$ cat config.mk
export PLATFORM = sky130hd
export DESIGN_NAME = kss_front
export DESIGN_NICKNAME = d
export VERILOG_FILES = /design/src/rtl/core/kss_pkg.sv /design/src/rtl/core/kss_front.sv
export SDC_FILE = /design/constraint.sdc
export NUM_CORES = 1
export LEC_CHECK = 0
export ABC_AREA = 1
export BUFFER_PORTS_ARGS = -buffer_cell sky130_fd_sc_hd__buf_2
export CORE_AREA = 10 10 105 69
export DETAILED_ROUTE_END_ITERATION = 7
export DIE_AREA = 0 0 115 79
export RECOVER_POWER = 25
export SYNTH_ARGS = -nofsm -noshare
export SYNTH_HDL_FRONTEND = slang
export SYNTH_SLANG_ARGS = --single-unit
$ cat constraint.sdc
create_clock -name clock -period 3 [get_ports clock]
set_input_delay 0.3 -clock clock [delete_from_list [all_inputs] [get_ports clock]]
set_output_delay 0.3 -clock clock [all_outputs]
set_load 0.05 [all_outputs]
$ cat src/rtl/core/kss_pkg.sv
// Package for kth_smallest_select: payload structs, queue entry and state types.
// No dependencies; used by every module under rtl/core.
package kss_pkg;

   typedef struct packed {
      logic signed [31:0] element;
      logic [10:0]        rank;
      logic               last;
   } req_type;

   typedef struct packed {
      logic signed [31:0] selected;
      logic               error;
   } rsp_type;

   // front-to-back command: one selection job
   typedef struct packed {
      logic [10:0] rank;
      logic        bad;
   } job_type;

   typedef enum logic [2:0] {
      ST_IDLE,
      ST_CAND,
      ST_SCAN,
      ST_DECIDE,
      ST_OUT
   } back_state_type;

endpackage

$ cat src/rtl/core/kss_front.sv
// Front end: writes elements into the buffer, counts them and issues a job per set.
// Depends on kss_pkg.
module kss_front #(
   parameter int CW = 11
) (
   input  logic                  clock,
   input  logic                  reset,
   input  logic                  req_valid,
   output logic                  req_stall,
   input  kss_pkg::req_type      req_data,
   input  logic [CW-1:0]         max_count,
   output logic                  wr_en,
   output logic [CW-1:0]         wr_count,
   output logic                  job_valid,
   input  logic                  job_full,
   output kss_pkg::job_type      job_data,
   output logic [CW-1:0]         job_count,
   input  logic                  back_busy
);
   logic [CW-1:0] count_ff, count_in;
   logic          accept;
   logic [CW-1:0] new_count;

   // hold input while the back end still reads the buffer for the last set
   assign req_stall = job_full | back_busy;
   assign accept    = req_valid & ~req_stall;
   assign wr_en     = accept & (count_ff < max_count);
   assign wr_count  = count_ff;
   assign new_count = wr_en ? count_ff + CW'(1) : count_ff;

   assign job_valid     = accept & req_data.last;
   assign job_data.rank = req_data.rank;
   assign job_data.bad  = (req_data.rank == '0) || (CW'(req_data.rank) > new_count);
   assign job_count     = new_count;

   always_comb begin
      count_in = count_ff;
      if (accept) count_in = req_data.last ? '0 : new_count;
   end

   always_ff @(posedge clock) begin
      if (reset) count_ff <= '0;
      else       count_ff <= count_in;
   end
endmodule

Word-level counts from Yosys, hierarchy flattened
Index checks and enable logic that the tools add are counted.

storage, ports and cells
  register bits after elaboration = 11
  logic and storage cells = 13

operators by class
  $add $sub $neg = 1
  magnitude comparators = 2
  mux-type cells = 2
  bitwise logic cells = 5
  reduce and logical (&&, ||, !) cells = 2

operators with widths
  operator                                                         number
  11-bit 2-to-1 mux                                                2
  11-bit by 1-bit adder with 11-bit output, second input constant  1
  11-bit > comparator                                              1
  11-bit zero test                                                 1
  11-bit less-than comparator                                      1
  1-bit bitwise AND                                                3
  1-bit logical OR                                                 1
  1-bit NOT                                                        1
  1-bit bitwise OR                                                 1

Logic depth before layout (Yosys ltp)
  depth after elaboration = 7
  mapped depth = 19
  depth with buffers taken out = 19

Least setup slack after synthesis
No wires, ideal clock.

  path kind = register -> output
  start = register count_ff[6], in the netlist wr_count[6]
  end = output port job_data[0] in the netlist's numbering
  arrival time = 3.027 ns
  data required time = 2.700 ns
  path slack = -0.327 ns
  cell stages (with the launch flop) = 19
  path buffers = 0
  path through = dfxtp_1 ha_1 nand2_1 inv_1 nand2_1 nand2_1 nand2_1 nand2_2 nor2_4 nand3_2 nand2_2 inv_1 ha_1 nand2_1 nor2_1 nand3_1 o2111ai_1 nand2_1 nand2_1

RTL lines
  element                 RTL line         RTL
  from (decl)             kss_front.sv:20  logic [CW-1:0] count_ff, count_in;
  from (signal assigned)  kss_front.sv:43  else count_ff <= count_in;
  to (decl)               kss_front.sv:16  output kss_pkg::job_type job_data,

==> impl_results.md <==
- Hold Vio Cnt, Final: 0
- CTS tree: built
- Antenna viol nets, final: 0
- Clock-pin transition on the worst setup and hold timing paths: around 0.05 ns
- WHS Endpoint: wr_count[7]
- Finished Core Util: ~50%
- Failing checks: negative setup slack
- Per-cell routed wire length: about 14 um
- Clock sinks: 11
- GP Congestion: 0.865
- H-tree levels: 1
- Starting DRT DRC Count: roughly 160
- RSZ-0062 raised after global routing: yes
- Seq cells post-synth: 11
- Run status: finished, violations left
- Worst vdd ir: 0.128 mV
- Post-layout min period: 3.06 ns
- GRT overflow: 0
- Layout cells sized above 1: between 50% and 60%
- Die height: around 80 um
- Worst Hold Depth: 2
- Worst slew pin tran: just over 0.6 ns
- # nets final: between 400 and 500
- Worst Hold Class: input pin to flip-flop
- Row count: 21
- Synthesis Warnings: 0
- Gr usage total: 12.6%
- Vias per inst: ~4.6
- Top Ports: 97
- Fill cell count: ~550
- Seq/Total Area, Yosys: 14.1%
- Layout Cells excl Fill: 430
- Rel. slew slack: 59.9%
- WL final: about 6000 um
- First-pass DRT Iterations: 4
- Worst-skew pair later-pin latency: ~0.25 ns
- TNS Setup: -0.0589 ns
- Required time worst endpoint: ~2.7 ns
- Area growth syn-to-layout: 74.1%
- Die area: a little over 0.009 sq mm
- CP max FO: 4
- Cts bufs inserted: 3
- Final Skew: between 0.003 and 0.004 ns
- EDFF count, synth: 0
- Clock buffer depth: 2
- Crit Path Class: flip-flop to output port
- Multi-input logic area: roughly 0.0014 sq mm
- Endpoint type of the worst setup path: output port
- Root Buffer: clkbuf_8
- R2R Path Start: wr_count[2]
- Chip Width: 115 um
- Max Clk Rate: approximately 0.33 GHz
- Max reg flops: 11
- Setup slack after layout: -0.0589 ns
- Main synth FF type: dfxtp_1
- Initial Utilization: 28.9%
- Final setup viols: 1
- Buffers on Ports: 64
- Pwr dens: 207 mW/mm^2
- First-pass GRT wire length: 9590 um
- Largest net degree at the start of global routing: 13
- Worst reg-to-reg setup slack: 0.82 ns
- Syn Inst Count: 253
- Post-DP HPWL: 4390 um
- Initial antenna violation count: 0
- Async SR Flop Fraction: 0%
- FF-to-FF path depth: 18
- Placed insts: between 400 and 500
- Arr. time, crit path: roughly 2.8 ns
- Worst r2r dst: wr_count[7]
- Max_cap viols: 0
- Via count: between 1500 and 2000
- Core Box Area: 0.00541 sq mm
- LEAKAGE: 1.41 nW
- Pins Over Slew Limit: 0
- Final hold slack: 0.372 ns
- Critical hold path startpoint: reset
- Netlist cell types: 28
- Synth Net Count: ~340
- Final Cycle Share: 102%
- Reg area: around 230 sq um
- DRC violations left: 0
- Netlist Area Pre-Place: between 0.0015 and 0.002 sq mm
- Number of global-route vias before repair: just over 2000
- Mean post-synth cell area: roughly 6.2 sq um
- Antenna cell count: 0
- Pwr Total: ~0.56 mW
- Worst setup SP type: flip-flop
## cell usage in the layout (no fill, tap or decap)
master,synthesis,layout
nand2_2,5,22
nand2_4,0,4
inv_1,50,49
buf_6,2,3
nor2_2,5,4
dfxtp_1,11,2
buf_12,0,2
nand3b_1,1,1
nand3_1,21,16
o21ai_2,0,2
a21oi_2,2,6
buf_4,11,49
buf_16,0,1
nand3_2,2,5
buf_2,2,55
ha_4,0,12
xor2_1,6,6
a21oi_1,17,13
nand4_1,4,4
ha_1,22,10
buf_8,0,1
clkbuf_8,0,3
nand2_1,69,48
nand3_4,0,2
dfxtp_2,0,9
inv_4,0,1
nand4_4,0,2
o2111ai_1,1,1
nor2_4,2,6
nor3_1,2,2
inv_2,1,2
nor2_1,8,5
clkbuf_1,1,9
o21ai_1,1,1
xnor2_1,1,1
nor4_1,2,2
## per-layer routing
metal,vias to the layer above,share of wire (%),track usage (%),wire length [um]
met5,-,0,0,0
met3,4,9.3,3.98,557
met1,889,48,17.2,2860
li1,1007,-,-,-
met2,79,43,19.3,2550
met4,0,0.32,1.97,19
## synth_stat cells (2+ instances only)
cell	number	share of area, %
nand2_2	5	2.0
ha_1	22	18
nand3_1	21	6.7
nor3_1	2	0.64
xor2_1	6	3.4
dfxtp_1	11	14
nor2_1	8	1.9
inv_1	50	12
a21oi_2	2	1.1
nand3_2	2	1.3
buf_6	2	1.4
nor4_1	2	0.80
o21ai_0	2	0.64
a21oi_1	17	5.4
nand2_1	69	17
buf_2	2	0.64
nor2_2	5	2.0
buf_4	11	5.3
nor2_4	2	1.4
nand4_1	4	1.6
## worst max-delay path: stages (launching register included)
cell and delay (ns):
dfxtp_2 0.34, ha_4 0.27, nand2_1 0.04, inv_1 0.05, nand2_1 0.06, nand2_2 0.10
inv_1 0.08, nor2_4 0.10, nor2_4 0.06, buf_12 0.12, buf_16 0.12, nand3_2 0.08
nand2_2 0.09, ha_4 0.28, nand2_4 0.06, buf_4 0.12, o2111ai_1 0.19, nand2_1 0.10
nand2_2 0.08, buf_8 0.14
## how the worst max path moves through the flow
stage,slack [ns],start,end
after floorplan,0.01,wr_count[6],job_data[0]
final,-0.06,wr_count[2],job_data[0]
after detailed placement,-0.16,max_count[10],job_data[0]
after global placement,-0.16,max_count[10],job_data[0]
after global routing,-0.19,wr_count[6],job_data[0]
after CTS,-0.05,wr_count[4],job_data[0]
## cell families after synthesis
logic type	synth area share, %
simple gates	36.2
buf+inv	20.1
compound gates	8.08
fa+ha+maj	17.6
flops	14.1
xor+xnor	3.92
## power by group
group          total (mW)  switching, mW  internal, mW
logic               0.259          0.162        0.0972
registers           0.149        0.00172         0.148
clock network       0.156         0.0624        0.0939
## what timing repair did
action                                  4_1_cts  5_1_grt
cloned                                        2        0
buffers inserted                             16        5
hold buffers                                  0        0
pin swaps                                    30       24
endpoints found under the setup margin        1        1
gates resized for setup                      45       25
## layout make-up
type	count	share of cell area, %
Tap cell	69	3.17
Inverter	52	7.26
Clock buffer	4	1.65
Sequential cell	11	8.50
Multi-Input combinational cell	175	50.4
Timing Repair Buffer	119	29.0
## metrics by stage
step,worst slack (ns),area [sq um]
after floorplan,0.0149,1580
after CTS,-0.0533,2560
after detailed placement,-0.159,2110
after global placement,-0.159,2110
final,-0.0589,2720
after global routing,-0.191,2720
(Power assumes the default switching activity.)
