$ cat config.mk
export PLATFORM = sky130hd
export DESIGN_NAME = kss_back
export DESIGN_NICKNAME = d
export VERILOG_FILES = /design/src/rtl/core/kss_pkg.sv /design/src/rtl/core/kss_back.sv
export SDC_FILE = /design/constraint.sdc
export NUM_CORES = 1
export LEC_CHECK = 0
export ABC_AREA = 1
export BUFFER_PORTS_ARGS = -buffer_cell sky130_fd_sc_hd__buf_2
export CAP_MARGIN = 20
export CORE_UTILIZATION = 41
export CTS_CLUSTER_DIAMETER = 60
export DETAILED_ROUTE_END_ITERATION = 8
export SYNTH_ARGS = -nofsm -noshare
export SYNTH_HDL_FRONTEND = slang
export SYNTH_SLANG_ARGS = --single-unit
$ cat constraint.sdc
create_clock -name clock -period 4.8 [get_ports clock]
set_clock_uncertainty 0.1 [all_clocks]
set_input_delay 0.24 -clock clock [delete_from_list [all_inputs] [get_ports clock]]
set_output_delay 0.24 -clock clock [all_outputs]
set_load 0.01 [all_outputs]
$ cat src/rtl/core/kss_pkg.sv
// Package for kth_smallest_select: payload structs, queue entry and state types.
// No dependencies; used by every module under rtl/core.
package kss_pkg;

   typedef struct packed {
      logic signed [31:0] element;
      logic [10:0]        rank;
      logic               last;
   } req_type;

   typedef struct packed {
      logic signed [31:0] selected;
      logic               error;
   } rsp_type;

   // front-to-back command: one selection job
   typedef struct packed {
      logic [10:0] rank;
      logic        bad;
   } job_type;

   typedef enum logic [2:0] {
      ST_IDLE,
      ST_CAND,
      ST_SCAN,
      ST_DECIDE,
      ST_OUT
   } back_state_type;

endpackage

$ cat src/rtl/core/kss_back.sv
// Back end: counting selection over the buffer, one read per cycle, and result register.
// Depends on kss_pkg.
module kss_back #(
   parameter int CW = 11,
   parameter int AW = 10
) (
   input  logic                  clock,
   input  logic                  reset,
   input  logic                  job_valid,
   input  kss_pkg::job_type      job_data,
   input  logic [CW-1:0]         job_count,
   output logic                  job_pop,
   output logic [AW-1:0]         rd_addr,
   input  logic signed [31:0]    rd_data,
   output logic                  rsp_valid,
   input  logic                  rsp_stall,
   output kss_pkg::rsp_type      rsp_data
);
   kss_pkg::back_state_type state_ff, state_in;
   logic [CW-1:0] i_ff, i_in, j_ff, j_in, less_ff, less_in, eq_ff, eq_in;
   logic [CW-1:0] n_ff, n_in;
   logic [10:0]   rank_ff, rank_in;
   logic signed [31:0] cand_ff, cand_in;
   kss_pkg::rsp_type   out_ff, out_in;
   logic [CW:0]   hi;
   logic [CW-1:0] rank_w;

   assign rank_w = CW'(rank_ff);
   assign hi     = {1'b0, less_ff} + {1'b0, eq_ff};

   // next state and datapath
   always_comb begin
      state_in = state_ff; i_in = i_ff; j_in = j_ff; less_in = less_ff; eq_in = eq_ff;
      n_in = n_ff; rank_in = rank_ff; cand_in = cand_ff; out_in = out_ff;
      case (state_ff)
         kss_pkg::ST_IDLE: if (job_valid) begin
            rank_in = job_data.rank; n_in = job_count; i_in = '0;
            if (job_data.bad) begin
               out_in = '{selected: '0, error: 1'b1};
               state_in = kss_pkg::ST_OUT;
            end else state_in = kss_pkg::ST_CAND;
         end
         kss_pkg::ST_CAND: begin
            // candidate read was issued last cycle
            cand_in = rd_data; j_in = '0; less_in = '0; eq_in = '0;
            state_in = kss_pkg::ST_SCAN;
         end
         kss_pkg::ST_SCAN: begin
            // rd_data holds element j-1 from the previous read; j counts issued reads
            if (j_ff != '0) begin
               if (rd_data < cand_ff)       less_in = less_ff + CW'(1);
               else if (rd_data == cand_ff) eq_in   = eq_ff + CW'(1);
            end
            j_in = j_ff + CW'(1);
            if (j_ff == n_ff) state_in = kss_pkg::ST_DECIDE;
         end
         kss_pkg::ST_DECIDE: begin
            if (rank_w > less_ff && {1'b0, rank_w} <= hi) begin
               out_in = '{selected: cand_ff, error: 1'b0};
               state_in = kss_pkg::ST_OUT;
            end else begin
               i_in = i_ff + CW'(1);
               state_in = kss_pkg::ST_CAND;
            end
         end
         kss_pkg::ST_OUT: if (!rsp_stall) state_in = kss_pkg::ST_IDLE;
         default: state_in = kss_pkg::ST_IDLE;
      endcase
   end

   // outputs
   always_comb begin
      job_pop   = (state_ff == kss_pkg::ST_IDLE) & job_valid;
      rsp_valid = (state_ff == kss_pkg::ST_OUT);
      rsp_data  = out_ff;
      rd_addr   = AW'(i_in);
      if (state_ff == kss_pkg::ST_SCAN) rd_addr = AW'(j_ff);
   end

   always_ff @(posedge clock) begin
      if (reset) state_ff <= kss_pkg::ST_IDLE;
      else       state_ff <= state_in;
      i_ff <= i_in; j_ff <= j_in; less_ff <= less_in; eq_ff <= eq_in;
      n_ff <= n_in; rank_ff <= rank_in; cand_ff <= cand_in; out_ff <= out_in;
   end

   assert property (@(posedge clock) disable iff (reset)
      rsp_valid && rsp_data.error |-> rsp_data.selected == '0)
      else $error("error result with nonzero value");
   assert property (@(posedge clock) disable iff (reset)
      state_ff == kss_pkg::ST_DECIDE |-> {1'b0, less_ff} + {1'b0, eq_ff} <= {1'b0, n_ff})
      else $error("scan counted more than loaded");
   assert property (@(posedge clock) disable iff (reset)
      state_ff == kss_pkg::ST_SCAN |-> j_ff <= n_ff)
      else $error("scan index beyond count");
endmodule

# Word-level counts from Yosys, hierarchy flattened
# Cells that the tools add are included.
# totals
regBits	134
inputBits	59
output_inout_bits	45
word_cells	69
# op_classes
add_sub_neg	5
n_lt_le_gt_ge	3
n_eq_ne	16
mux	22
bitwise_logic	1
n_reduce_logical	11
# op_table
operator	count
$mux 33	3
$pmux 11 s2	4
$mux 11	7
$pmux 33 s2	1
$add 11x1->11 const B	4
$eq 32x32->1	1
$lt 32x32->1	1
$ne 2x2->1 const B	10
$mux 3	5
$pmux 3 s5	1
$add 11x11->12	1
$le 11x12->1	1
$eq 11x11->1	1
$gt 11x11->1	1
$reduce_bool 11->1	1
$mux 10	1
$reduce_and 3->1	3
$reduce_and 4->1	2
$eq 3x2->1 const B	2
$reduce_bool 2->1	2
$eq 3x1->1 const B	1
$eq 3x3->1 const B	1
$logic_not 3->1	1
$reduce_and 2->1	1
2 further kinds	2

# Depth between registers and ports, before layout
# logic_depth
ltp_word	6
mapped_depth	23
ltp_nobuf	23

# Worst setup path after synthesis
# OpenSTA, ideal clock, no wires.
# synth_timing
path_kind	register -> register
startpoint	register state_ff[0]
endpoint	register eq_ff[0] (enable)
setup_time_ps	378
t_arrival_ps	3909
required_ps	4322
setup_slack_ps	413
path_stages_with_launch	7
n_path_buf	0
synth_period_minus_slack_ps	4387
cell_sequence	dfxtp_1 inv_2 nor3_1 inv_1 nand2_1 nand2_1 nor2_1
# synth_via
elab_chain_len	3
elab_cells_between_ends	7
classes_between	5 x eq/ne; 2 x reduce/logical
# synth_rtl
element	line	text
start: declaration	kss_back.sv:19	kss_pkg::back_state_type state_ff, state_in;
start signal: assignment	kss_back.sv:81	if (reset) state_ff <= kss_pkg::ST_IDLE;
start signal: assignment	kss_back.sv:82	else state_ff <= state_in;
$eq 3x2->1 / $eq 3x1->1 (equally long branches)	kss_back.sv:35	case (state_ff)
$ne 2x2->1 (no source line) / $reduce_bool 2->1 (equally long branches)	--	
$reduce_and 4->1 (no source line) *	--	
end signal: assignment	kss_back.sv:83	i_ff <= i_in; j_ff <= j_in; less_ff <= less_in; eq_ff <= eq_in;
end: declaration	kss_back.sv:20	logic [CW-1:0] i_ff, i_in, j_ff, j_in, less_ff, less_in, eq_ff, eq_in;
# Mark *: on every way between the ends. The rest lies on a longest branch, timed or not.
# A chain may end at the register's enable or synchronous reset.

# Worst setup path after layout
# layout_timing
startpoint	register eq_ff[4]
endpoint	output port rd_addr[0]
# layout_via
elab_chain_len	6
# layout_rtl
element	line	text
$add 11x11->12	kss_back.sv:29	assign hi = {1'b0, less_ff} + {1'b0, eq_ff};
$le 11x12->1	kss_back.sv:58	if (rank_w > less_ff && {1'b0, rank_w} <= hi) begin
$logic_and 1x1->1	kss_back.sv:58	
$mux 11	kss_back.sv:58	
$pmux 11 s2	kss_back.sv:35	
$mux 10	kss_back.sv:77	if (state_ff == kss_pkg::ST_SCAN) rd_addr = AW'(j_ff);
end: declaration	kss_back.sv:13	output logic [AW-1:0] rd_addr,
# No other way between the ends. The select of a mux whose other input is x is not followed.

==> flow_metrics.py <==
metrics = {
    "synthesis": {
        "yosysSeqAreaShare": 0.525,
        "synth_area_um2": 7360,
        "synth_warnings": 0,
        "synthFlopType": "edfxtp_1",
        "syn_area_per_cell_um2": 10.1,
        "synth_nets": 861,
        "synth-edff-count": 120,
        "synth_cells": 731,
        "yosys_register_bits": 133,
        "synth_cell_type_count": 45,
        "async_reset_ff_frac": 0,
    },
    "floorplanning": {
        "ioPinCount": 104,
        "die_w_um": 136,
        "core-area_um2": 17400,
        "start_util": 0.423,
        "die_area_um2": 18500,
        "rows": 48,
        "die_h_um": 136,
    },
    "run": {
        "maxCapViolations": 0,
    },
    "sta": {
        "fmax_mhz": 247,
        "fin_tns_setup_ps": 0,
        "finalCriticalPeriod_ps": 4060,
        "rsz0062_at_grt": "no",
        "setup_viol": 0,
        "hold_violations": 0,
        "timing.final.crit_share": 0.845,
        "relSlewSlack": 0.528,
        "final_max_slew_viol_count": 0,
        "final.setup.worst_slack_ps": 744,
        "worst_pin_slew_ps": 706,
    },
    "pwr": {
        "sw_frac_of_total": 0.375,
        "power.total_uw": 4860,
        "intPower_uw": 3040,
        "ir_worst_vdd_uv": 363,
        "clockPowerShare": 0.264,
        "p_leak_uw": 0.00419,
        "pwr-share-comb": 0.356,
        "switching_power_uw": 1820,
        "power_frac_seq": 0.380,
        "power_density_nw_per_um2": 522,
    },
    "placement": {
        "dp_hpwl_mm": 11.0,
        "place_inst": 1053,
        "port_buffers": 103,
        "place_ws_ps": 1010,
        "place.gp.congestion": 0.815,
        "postPlaceCellArea_um2": 8160,
    },
    "worst_setup_path": {
        "critPathKind": "reg -> out",
        "r2r_start": "eq_ff[4]",
        "start_kind": "flop",
        "timing.rr.end": "rsp_data[30]",
        "ff2ff_path_depth": 20,
        "arrival_ps": 3720,
        "endpoint_kind": "primary output",
        "ff2ff_setup_slack_ps": 990,
        "worstPathRequired_ps": 4460,
        "path_max_fanout": 10,
    },
    "clock_network": {
        "cts_inserted_buffers": 17,
        "ctsLongestPathBuffers": 2,
        "clock-sinks": 133,
        "root_buffer": "clkbuf_16",
        "cts_max_level": 4,
        "clk_pin_slew_ps": 60,
        "clk_latency_ps": 430,
        "cts_tree": "done",
    },
    "global_route": {
        "grt_pass1_vias": 5168,
        "grtUsageTotal": 0.177,
        "grt_pass1_wl_mm": 25.0,
        "gr-total-overflow": 0,
        "grt_max_degree": 35,
        "antenna_found_initial": 0,
    },
    "layout": {
        "nets": 1034,
        "drive_gt1_frac": 0.196,
        "stdcell_count": 1143,
        "fin_area_um2": 9320,
        "syn2layout_area_growth_pct": 26.6,
    },
    "hold_path": {
        "worstHoldPathCells": 5,
        "hp-class": "in -> reg",
        "hold_end": "state_ff[0]",
        "worstHoldStart": "job_data[0]",
    },
    "detailed_routing": {
        "wl_per_cell_um": 13.4,
        "num_vias": 5422,
        "drt_iter0_markers": 299,
        "routed_wl_mm": 15.3,
        "viasPerCell": 4.74,
        "drt-pass1-iter-count": 4,
        "route.detailed.drc": 0,
        "ant_nets": 0,
    },
    "status": {
        "status": "finished, final reports clean",
    },
}
[layout make-up]
cell class / count / area (µm²)
timing repair buffer: 165 / 1120
sequential: 133 / 3860
clock buffer: 17 / 425
inverter: 106 / 398
multi-input combinational: 481 / 3070
clock inverter: 15 / 159
fill: 1589 / 8100
antenna: 1 / 2.50
tap: 225 / 282
[cell families after synthesis]
kind of cell    synth area share
fa+ha+maj                  0.122
simple gates               0.194
flops                      0.525
xor+xnor                  0.0333
compound gates            0.0661
buf+inv                   0.0603
[how the worst max path moves through the flow]
stage	startpoint	to	slack, ps	cells past startpoint
6_report	eq_ff[4]	rd_addr[0]	740	21
5_1_grt	less_ff[0]	rd_addr[0]	360	22
4_1_cts	eq_ff[4]	rd_addr[0]	750	21
3_5_place_dp	eq_ff[4]	rsp_data[16]	1010	20
3_3_place_gp	less_ff[3]	rsp_data[16]	1040	20
2_1_floorplan	state_ff[0]	eq_ff[0]	410	6
[critical path: stages, from the launching register on]
cell      delay [ps]
edfxtp_1         480
ha_1             400
nand2_1          100
o21ai_0          120
a21oi_1          220
nor2_1            60
o21ai_0          140
nand2_1           90
xor2_1           150
ha_1             260
nand2_1           60
inv_1             50
nand3_1           70
o211ai_1         100
a21oi_2          170
nand2_4          110
nand2_4          140
nand2_4           70
nand2_2           90
nand3_1          110
o21ai_1          140
buf_2            160
[power groups by stage]
stage,Combinational (µW),Clock (µW),Sequential (µW)
after detailed placement,1690,0,1880
final,1730,1280,1850
after global placement,1680,0,1870
after floorplan,1140,0,1900
after global routing,1990,1360,1880
after CTS,1740,1320,1850
[cell usage in the layout (no fill, tap or decap), drive strengths merged, types with 2 or more instances in the layout]
cell type / n
nand4: 13
o21ai: 23
nand3: 44
nor3: 22
xnor2: 3
clkbuf: 17
nand2: 127
nor4: 6
dfxtp: 13
a21oi: 48
and2: 2
inv: 114
xor2: 25
o21a: 2
nor2: 69
dlygate4sd3: 56
o211ai: 2
buf: 109
clkinv: 6
ha: 70
o21bai: 2
nor3b: 8
edfxtp: 120
a31oi: 4
[synthesized netlist by cell type (2+ instances only)]
cell / n / area share
a21oi_1: 46 / 0.031
a21oi_2: 2 / 0.0024
a31oi_1: 4 / 0.0034
and2_1: 2 / 0.0017
buf_2: 4 / 0.0027
clkbuf_1: 7 / 0.0036
dfxtp_1: 13 / 0.035
edfxtp_1: 120 / 0.49
ha_1: 70 / 0.12
inv_1: 100 / 0.051
inv_2: 5 / 0.0025
nand2_1: 115 / 0.059
nand2_2: 8 / 0.0068
nand2_4: 4 / 0.0061
nand3_1: 35 / 0.024
nand3_2: 9 / 0.012
nand4_1: 12 / 0.010
nor2_1: 68 / 0.035
nor3_1: 17 / 0.012
nor3_2: 3 / 0.0041
nor3_4: 2 / 0.0044
nor3b_1: 8 / 0.0082
nor4_1: 5 / 0.0042
o211ai_1: 2 / 0.0020
o21a_1: 2 / 0.0020
o21ai_0: 21 / 0.014
o21ai_1: 2 / 0.0014
o21bai_1: 2 / 0.0020
xnor2_1: 3 / 0.0036
xor2_1: 25 / 0.030
[routing by layer]
| layer | GRT usage | part of all wire | wire [µm] |
|---|---|---|---|
| met3 | 0.0403 | 0.043 | 653 |
| met5 | 0 | 0 | 0 |
| met1 | 0.232 | 0.49 | 7490 |
| met2 | 0.286 | 0.46 | 7040 |
| met4 | 0.0660 | 0.010 | 158 |
[registers in the layout (all words and copies together) (netlist names)]
| register | cells |
|---|---|
| cand_ff | 32 |
| eq_ff | 11 |
| i_ff | 10 |
| j_ff | 11 |
| less_ff | 11 |
| n_ff | 11 |
| rank_ff | 11 |
| rsp_data | 33 |
| state_ff | 3 |
[per-stage QoR]
| step | utilization | hold WS, ps |
|---|---|---|
| after floorplan | - | 209 |
| after global placement | 0.469 | 316 |
| after detailed placement | 0.469 | 318 |
| after CTS | 0.534 | 88.4 |
| after global routing | 0.535 | 163 |
| final | 0.535 | 110 |
[what timing repair did]
item                       CTS  global route
gates resized for setup      0             0
hold buffers                56             0
buffers inserted             0             0
setup endpoints to repair    0             0
hold endpoints to repair    57             0
Note: power is estimated with default switching activity, not from simulation.
